### config.mk
export PLATFORM = sky130hd
export DESIGN_NAME = lpht_hash
export DESIGN_NICKNAME = d
export VERILOG_FILES = /design/src/rtl/core/lpht_pkg.sv /design/src/rtl/core/lpht_hash.sv
export SDC_FILE = /design/constraint.sdc
export NUM_CORES = 1
export LEC_CHECK = 0
export ABC_AREA = 1
export BUFFER_PORTS_ARGS = -buffer_cell sky130_fd_sc_hd__buf_4
export CAP_MARGIN = 10
export CORE_AREA = 2 2 134 136
export CTS_CLUSTER_DIAMETER = 40
export DETAILED_ROUTE_END_ITERATION = 12
export DIE_AREA = 0 0 136 138
export GPL_ROUTABILITY_DRIVEN = 1
export PLACE_DENSITY = 0.58
export SLEW_MARGIN = 20
export SYNTH_ARGS = -nofsm -noshare
export SYNTH_HDL_FRONTEND = slang
export SYNTH_SLANG_ARGS = --single-unit
### constraint.sdc
create_clock -name clk -period 8.3 [get_ports clk]
set_clock_uncertainty 0.05 [all_clocks]
set_input_delay 0.415 -clock clk [delete_from_list [all_inputs] [get_ports clk]]
set_output_delay 0.415 -clock clk [all_outputs]
set_load 0.02 [all_outputs]
### src/rtl/core/lpht_pkg.sv
`timescale 1ns / 1ps
// Shared types, codes and helper functions for the linear probing hash table.
// Used by lpht_hash, lpht_store and linear_probe_hash_table_top.
package lpht_pkg;

  // Default table size and the fixed key length in bytes.
  localparam int DEF_TABLE_DEPTH = 256;
  localparam int KEY_BYTES       = 8;

  // Seed of the byte hash.
  localparam logic [63:0] HASH_SEED = 64'h1337_1337_dead_beef;

  // Request codes. The last one has no operation behind it.
  localparam logic [1:0] FUNC_PUT    = 2'd0;
  localparam logic [1:0] FUNC_GET    = 2'd1;
  localparam logic [1:0] FUNC_DELETE = 2'd2;
  localparam logic [1:0] FUNC_UNUSED = 2'd3;

  // Result status codes.
  localparam logic [1:0] STATUS_OK        = 2'd0;
  localparam logic [1:0] STATUS_NOT_FOUND = 2'd1;
  localparam logic [1:0] STATUS_FULL      = 2'd2;

  // Slot marks.
  localparam logic [1:0] MARK_EMPTY = 2'd0;
  localparam logic [1:0] MARK_LIVE  = 2'd1;
  localparam logic [1:0] MARK_TOMB  = 2'd2;

  // One slot of the table as it sits in memory.
  typedef struct packed {
    logic [1:0]  mark;
    logic [63:0] key;
    logic [63:0] value;
  } entry_t;

  // Hash unit phases.
  typedef enum logic [1:0] {
    HS_IDLE,
    HS_MIX,
    HS_MOD
  } hash_state_t;

  // Request sequencer states.
  typedef enum logic [2:0] {
    CS_CLEAR,
    CS_IDLE,
    CS_HASH,
    CS_READ,
    CS_CHECK
  } ctl_state_t;

  // Keep bytes up to the first zero byte and at most KEY_BYTES bytes.
  function automatic logic [63:0] normalize_key(input logic [63:0] raw);
    logic [63:0] kept;
    logic        ended;
    kept  = '0;
    ended = 1'b0;
    for (int n = 0; n < 8; n++) begin
      if (raw[8*n +: 8] == 8'd0 || n >= KEY_BYTES) begin
        ended = 1'b1;
      end
      if (!ended) begin
        kept[8*n +: 8] = raw[8*n +: 8];
      end
    end
    return kept;
  endfunction

  // One byte step of the hash: xor the byte, shift left a byte, add the byte.
  function automatic logic [63:0] hash_mix(input logic [63:0] h, input logic [7:0] b);
    logic [63:0] t;
    t = (h ^ {56'd0, b}) << 8;
    return t + {56'd0, b};
  endfunction

endpackage

### src/rtl/core/lpht_hash.sv
`timescale 1ns / 1ps
// Start slot unit: byte hash of the key, one byte a cycle, then the hash
// reduced modulo the table depth, eight bits a cycle. Depends on lpht_pkg.
module lpht_hash import lpht_pkg::*; #(
  parameter int TABLE_DEPTH = DEF_TABLE_DEPTH,
  localparam int AW = $clog2(TABLE_DEPTH)
) (
  input  logic          clk,
  input  logic          rst_n,
  input  logic          start,
  input  logic [63:0]   key,
  output logic          done,
  output logic [AW-1:0] slot
);

  localparam logic [AW:0] DEPTH_W = (AW + 1)'(TABLE_DEPTH);

  hash_state_t   hs_r, hs_nxt;
  logic [63:0]   h_r, h_nxt;
  logic [63:0]   key_r, key_nxt;
  logic [AW-1:0] rem_r, rem_nxt;
  logic [2:0]    cnt_r, cnt_nxt;
  logic [AW-1:0] rem_step;

  // Remainder update over the next eight hash bits, most significant first.
  always_comb begin
    logic [AW:0]   t;
    logic [AW-1:0] r;
    r = rem_r;
    for (int i = 0; i < 8; i++) begin
      t = {r, h_r[63 - i]};
      if (t >= DEPTH_W) begin
        t = t - DEPTH_W;
      end
      r = t[AW-1:0];
    end
    rem_step = r;
  end

  assign done = (hs_r == HS_MOD) && (cnt_r == 3'd7);
  assign slot = rem_step;

  // Phase sequencing and datapath updates.
  always_comb begin
    hs_nxt  = hs_r;
    h_nxt   = h_r;
    key_nxt = key_r;
    rem_nxt = rem_r;
    cnt_nxt = cnt_r;
    unique case (hs_r)
      HS_IDLE: begin
        if (start) begin
          hs_nxt  = HS_MIX;
          h_nxt   = HASH_SEED;
          key_nxt = key;
        end
      end
      HS_MIX: begin
        // The key is zero past its end, so a zero byte ends the mixing.
        if (key_r[7:0] == 8'd0) begin
          hs_nxt  = HS_MOD;
          cnt_nxt = 3'd0;
          rem_nxt = '0;
        end else begin
          h_nxt   = hash_mix(h_r, key_r[7:0]);
          key_nxt = key_r >> 8;
        end
      end
      HS_MOD: begin
        rem_nxt = rem_step;
        h_nxt   = h_r << 8;
        cnt_nxt = cnt_r + 3'd1;
        if (cnt_r == 3'd7) begin
          hs_nxt = HS_IDLE;
        end
      end
      default: hs_nxt = HS_IDLE;
    endcase
  end

  // State registers.
  always_ff @(posedge clk) begin
    if (!rst_n) begin
      hs_r  <= HS_IDLE;
      cnt_r <= 3'd0;
    end else begin
      hs_r  <= hs_nxt;
      cnt_r <= cnt_nxt;
    end
    h_r   <= h_nxt;
    key_r <= key_nxt;
    rem_r <= rem_nxt;
  end

endmodule

==> results.cfg <==
[logic_synthesis]
postSynthAreaPerCell_sq_um = 10.57
synthMuxAreaShare_pct = 0
synth_cell_types = 19
ys_seq_elements = 133
synth_warnings = 0
synth_compound_area_share_pct = 3.230
synth-simple-area-share_pct = 19.47
synth_fa_ha_area_share_pct = 1.327
synth.cell_area_sq_um = 5655
synthCells = 535
synth_top_family_by_area = simple AND/OR/NAND/NOR gates
synth_nets = 608
synth_xor_area_share_pct = 0
seq_area_frac_synth_pct = 69.73

[clocking]
clk_latency_ns = 0.40
cts_buffers = 17
clkSlewWorstSetupHoldPaths_ns = 0.06
cts_tree = done
clockBufferDepth = 2
cts_htree_levels = 4
cts_resized = 0
post_cts_buffers = 0
cts_hold_buffers = 0
clock_sink_count = 133
root_buffer = clkbuf_16

[grt]
grt.met1_usage_pct = 15.85
antenna_found_initial = 0
grt_pass1_vias = 3616
gr-usage-all-layers_pct = 11.97
grt_use_met3_pct = 4.107
grt_overflow = 0
busiest_layer = met2
met2_usage_pct = 18.57
grt_max_degree = 76
grt_pass1_wl_mm = 17.71

[setup_path]
crit_start = hs_r[1]
reg2reg_depth = 7
path_class = reg -> reg
r2r_slack_ns = 5.37
required_ns = 8.28
r2r_end = h_r[5]
crit_arrival_ns = 2.91
worst_setup_path_start_kind = flop
end_kind = flop
reg2reg_from = hs_r[1]
critPathMaxFanout = 75

[route]
totalWireLength_mm = 10.66
drt-initial-drc-count = 292
wire_per_inst_um = 12.64
first_pass_iters = 5
routed_via_density = 4.380
vias = 3692
ant_nets = 0
drc_errors = 0

[finish]
design_area_sq_um = 6963
syn2layout_area_growth_pct = 23.12
drive_above_1_share_pct = 18.73
final_cell_mix = 241 x nand2_1, 128 x edfxtp_1, 80 x buf_4, 40 x inv_1, 39 x nor2_1
antenna_cells = 0
final_common_cell = nand2_1
finalNetCount = 674
finish.utilization_pct = 39.71
instances_no_fill = 843

[floorplan]
fp.coreArea_sq_um = 17530
die_area_sq_um = 18770
rows = 49
die_x_um = 136
io_pins = 76
start_util_pct = 32.25
die_h_um = 138

[sta]
rsz0062_at_grt = false
final.setup.tns_ns = 0
timing.final.ws_setup_ns = 5.369
hold_violations = 0
worstMarginPinSlew_ns = 0.8262
worst_slew_margin_rel_pct = 44.92
min_period_ns = 2.931
period_share_pct = 35.31
max_clock_freq_mhz = 341.2
slew_viol_final = 0
setup_viol = 0

[power]
ir_worst_vdd_mv = 0.1396
p_per_area_nw_per_um2 = 281.3
p_leak_nw = 2.920

[min_path]
hp-class = in -> reg
hold_end = cnt_r[0]
whs_path_depth = 3
worstHoldStart = rst_n

[place]
place_congestion = 0.7851
pre_cts_slack_ns = 5.355
port_buffers = 75
hpwl_mm = 6.601
dp_cells = 811
placed_area_sq_um = 6369

[flow_run]
maxCapViolations = 0

[status]
status = finished clean
[worst max-delay path: stages, from the launching register on]
cell and delay, ns:
dfxtp_1 0.35, inv_1 0.09, ha_2 0.17, buf_4 0.33, inv_2 0.46, nand2_1 0.22
a21oi_4 0.18, buf_4 0.63
[area by class of cell]
cell class / instances / area (sq um)
well taps: 229 / 286.5
inverters: 42 / 157.7
flip-flops and latches: 133 / 3944
clock inverters: 12 / 155.1
repair buffers: 80 / 600.6
clock buffers: 20 / 436.7
fillers: 1710 / 10570
multi-input cells: 327 / 1383
[state kept, by name (all words and copies together) (netlist names)]
register,cells
h_r,64
key_r,64
cnt_r,3
hs_r,2
[power breakdown]
group / total, mW / internal [mW] / switching, mW
clock: 0.750 / 0.472 / 0.277
sequential: 0.943 / 0.906 / 0.0365
combinational: 0.266 / 0.0821 / 0.184
total: 1.96 / 1.46 / 0.498
[Yosys cell counts, drive strengths merged]
cell | instances | area, sq um
clkbuf | 4 | 15.01
nor2 | 40 | 150.1
edfxtp | 128 | 3844
a211oi | 2 | 15.01
inv | 42 | 157.6
o311ai | 3 | 26.28
dfxtp | 5 | 100.1
a21oi | 12 | 60.06
nand2 | 241 | 904.6
or2 | 1 | 6.260
buf | 29 | 180.2
o211ai | 3 | 22.52
ha | 6 | 75.07
o21ai | 11 | 58.81
nor3 | 1 | 5.000
nand3 | 7 | 35.03
[worst max-delay path by stage]
stage                          to  slack, ns  depth (start not counted)
final                      h_r[5]       5.37                          7
after CTS                 h_r[21]       5.35                          7
after floorplan            h_r[0]       3.63                          6
after global routing      h_r[30]       5.11                          7
after detailed placement  h_r[63]       5.35                          7
after global placement    h_r[56]       5.45                          7
[cells by family (layout without fill, tap and decap cells)]
| family | count (synthesis) | count (layout) |
|---|---|---|
| flip-flops | 133 | 133 |
| AO/OA/AOI/OAI | 31 | 31 |
| AND/OR/NAND/NOR | 290 | 290 |
| buffers and inverters | 75 | 154 |
| adder cells (fa/ha/maj) | 6 | 6 |
[metal layers]
metal  part of all wire (%)  routed length, um  vias up
met1                     45               4768     1714
met3                    6.4                684        6
met4                   0.61                 65        0
met2                     48               5136      108
met5                      0                  0        -
li1                       -                  -     1864
[metrics by stage]
step,power [mW],hold WS [ns]
6_report,1.959,0.1940
5_1_grt,2.057,0.2073
4_1_cts,1.982,0.1771
3_5_place_dp,1.228,0.4350
3_3_place_gp,1.214,0.4199
2_1_floorplan,1.149,0.4059
Note: power is estimated with default switching activity, not from simulation.
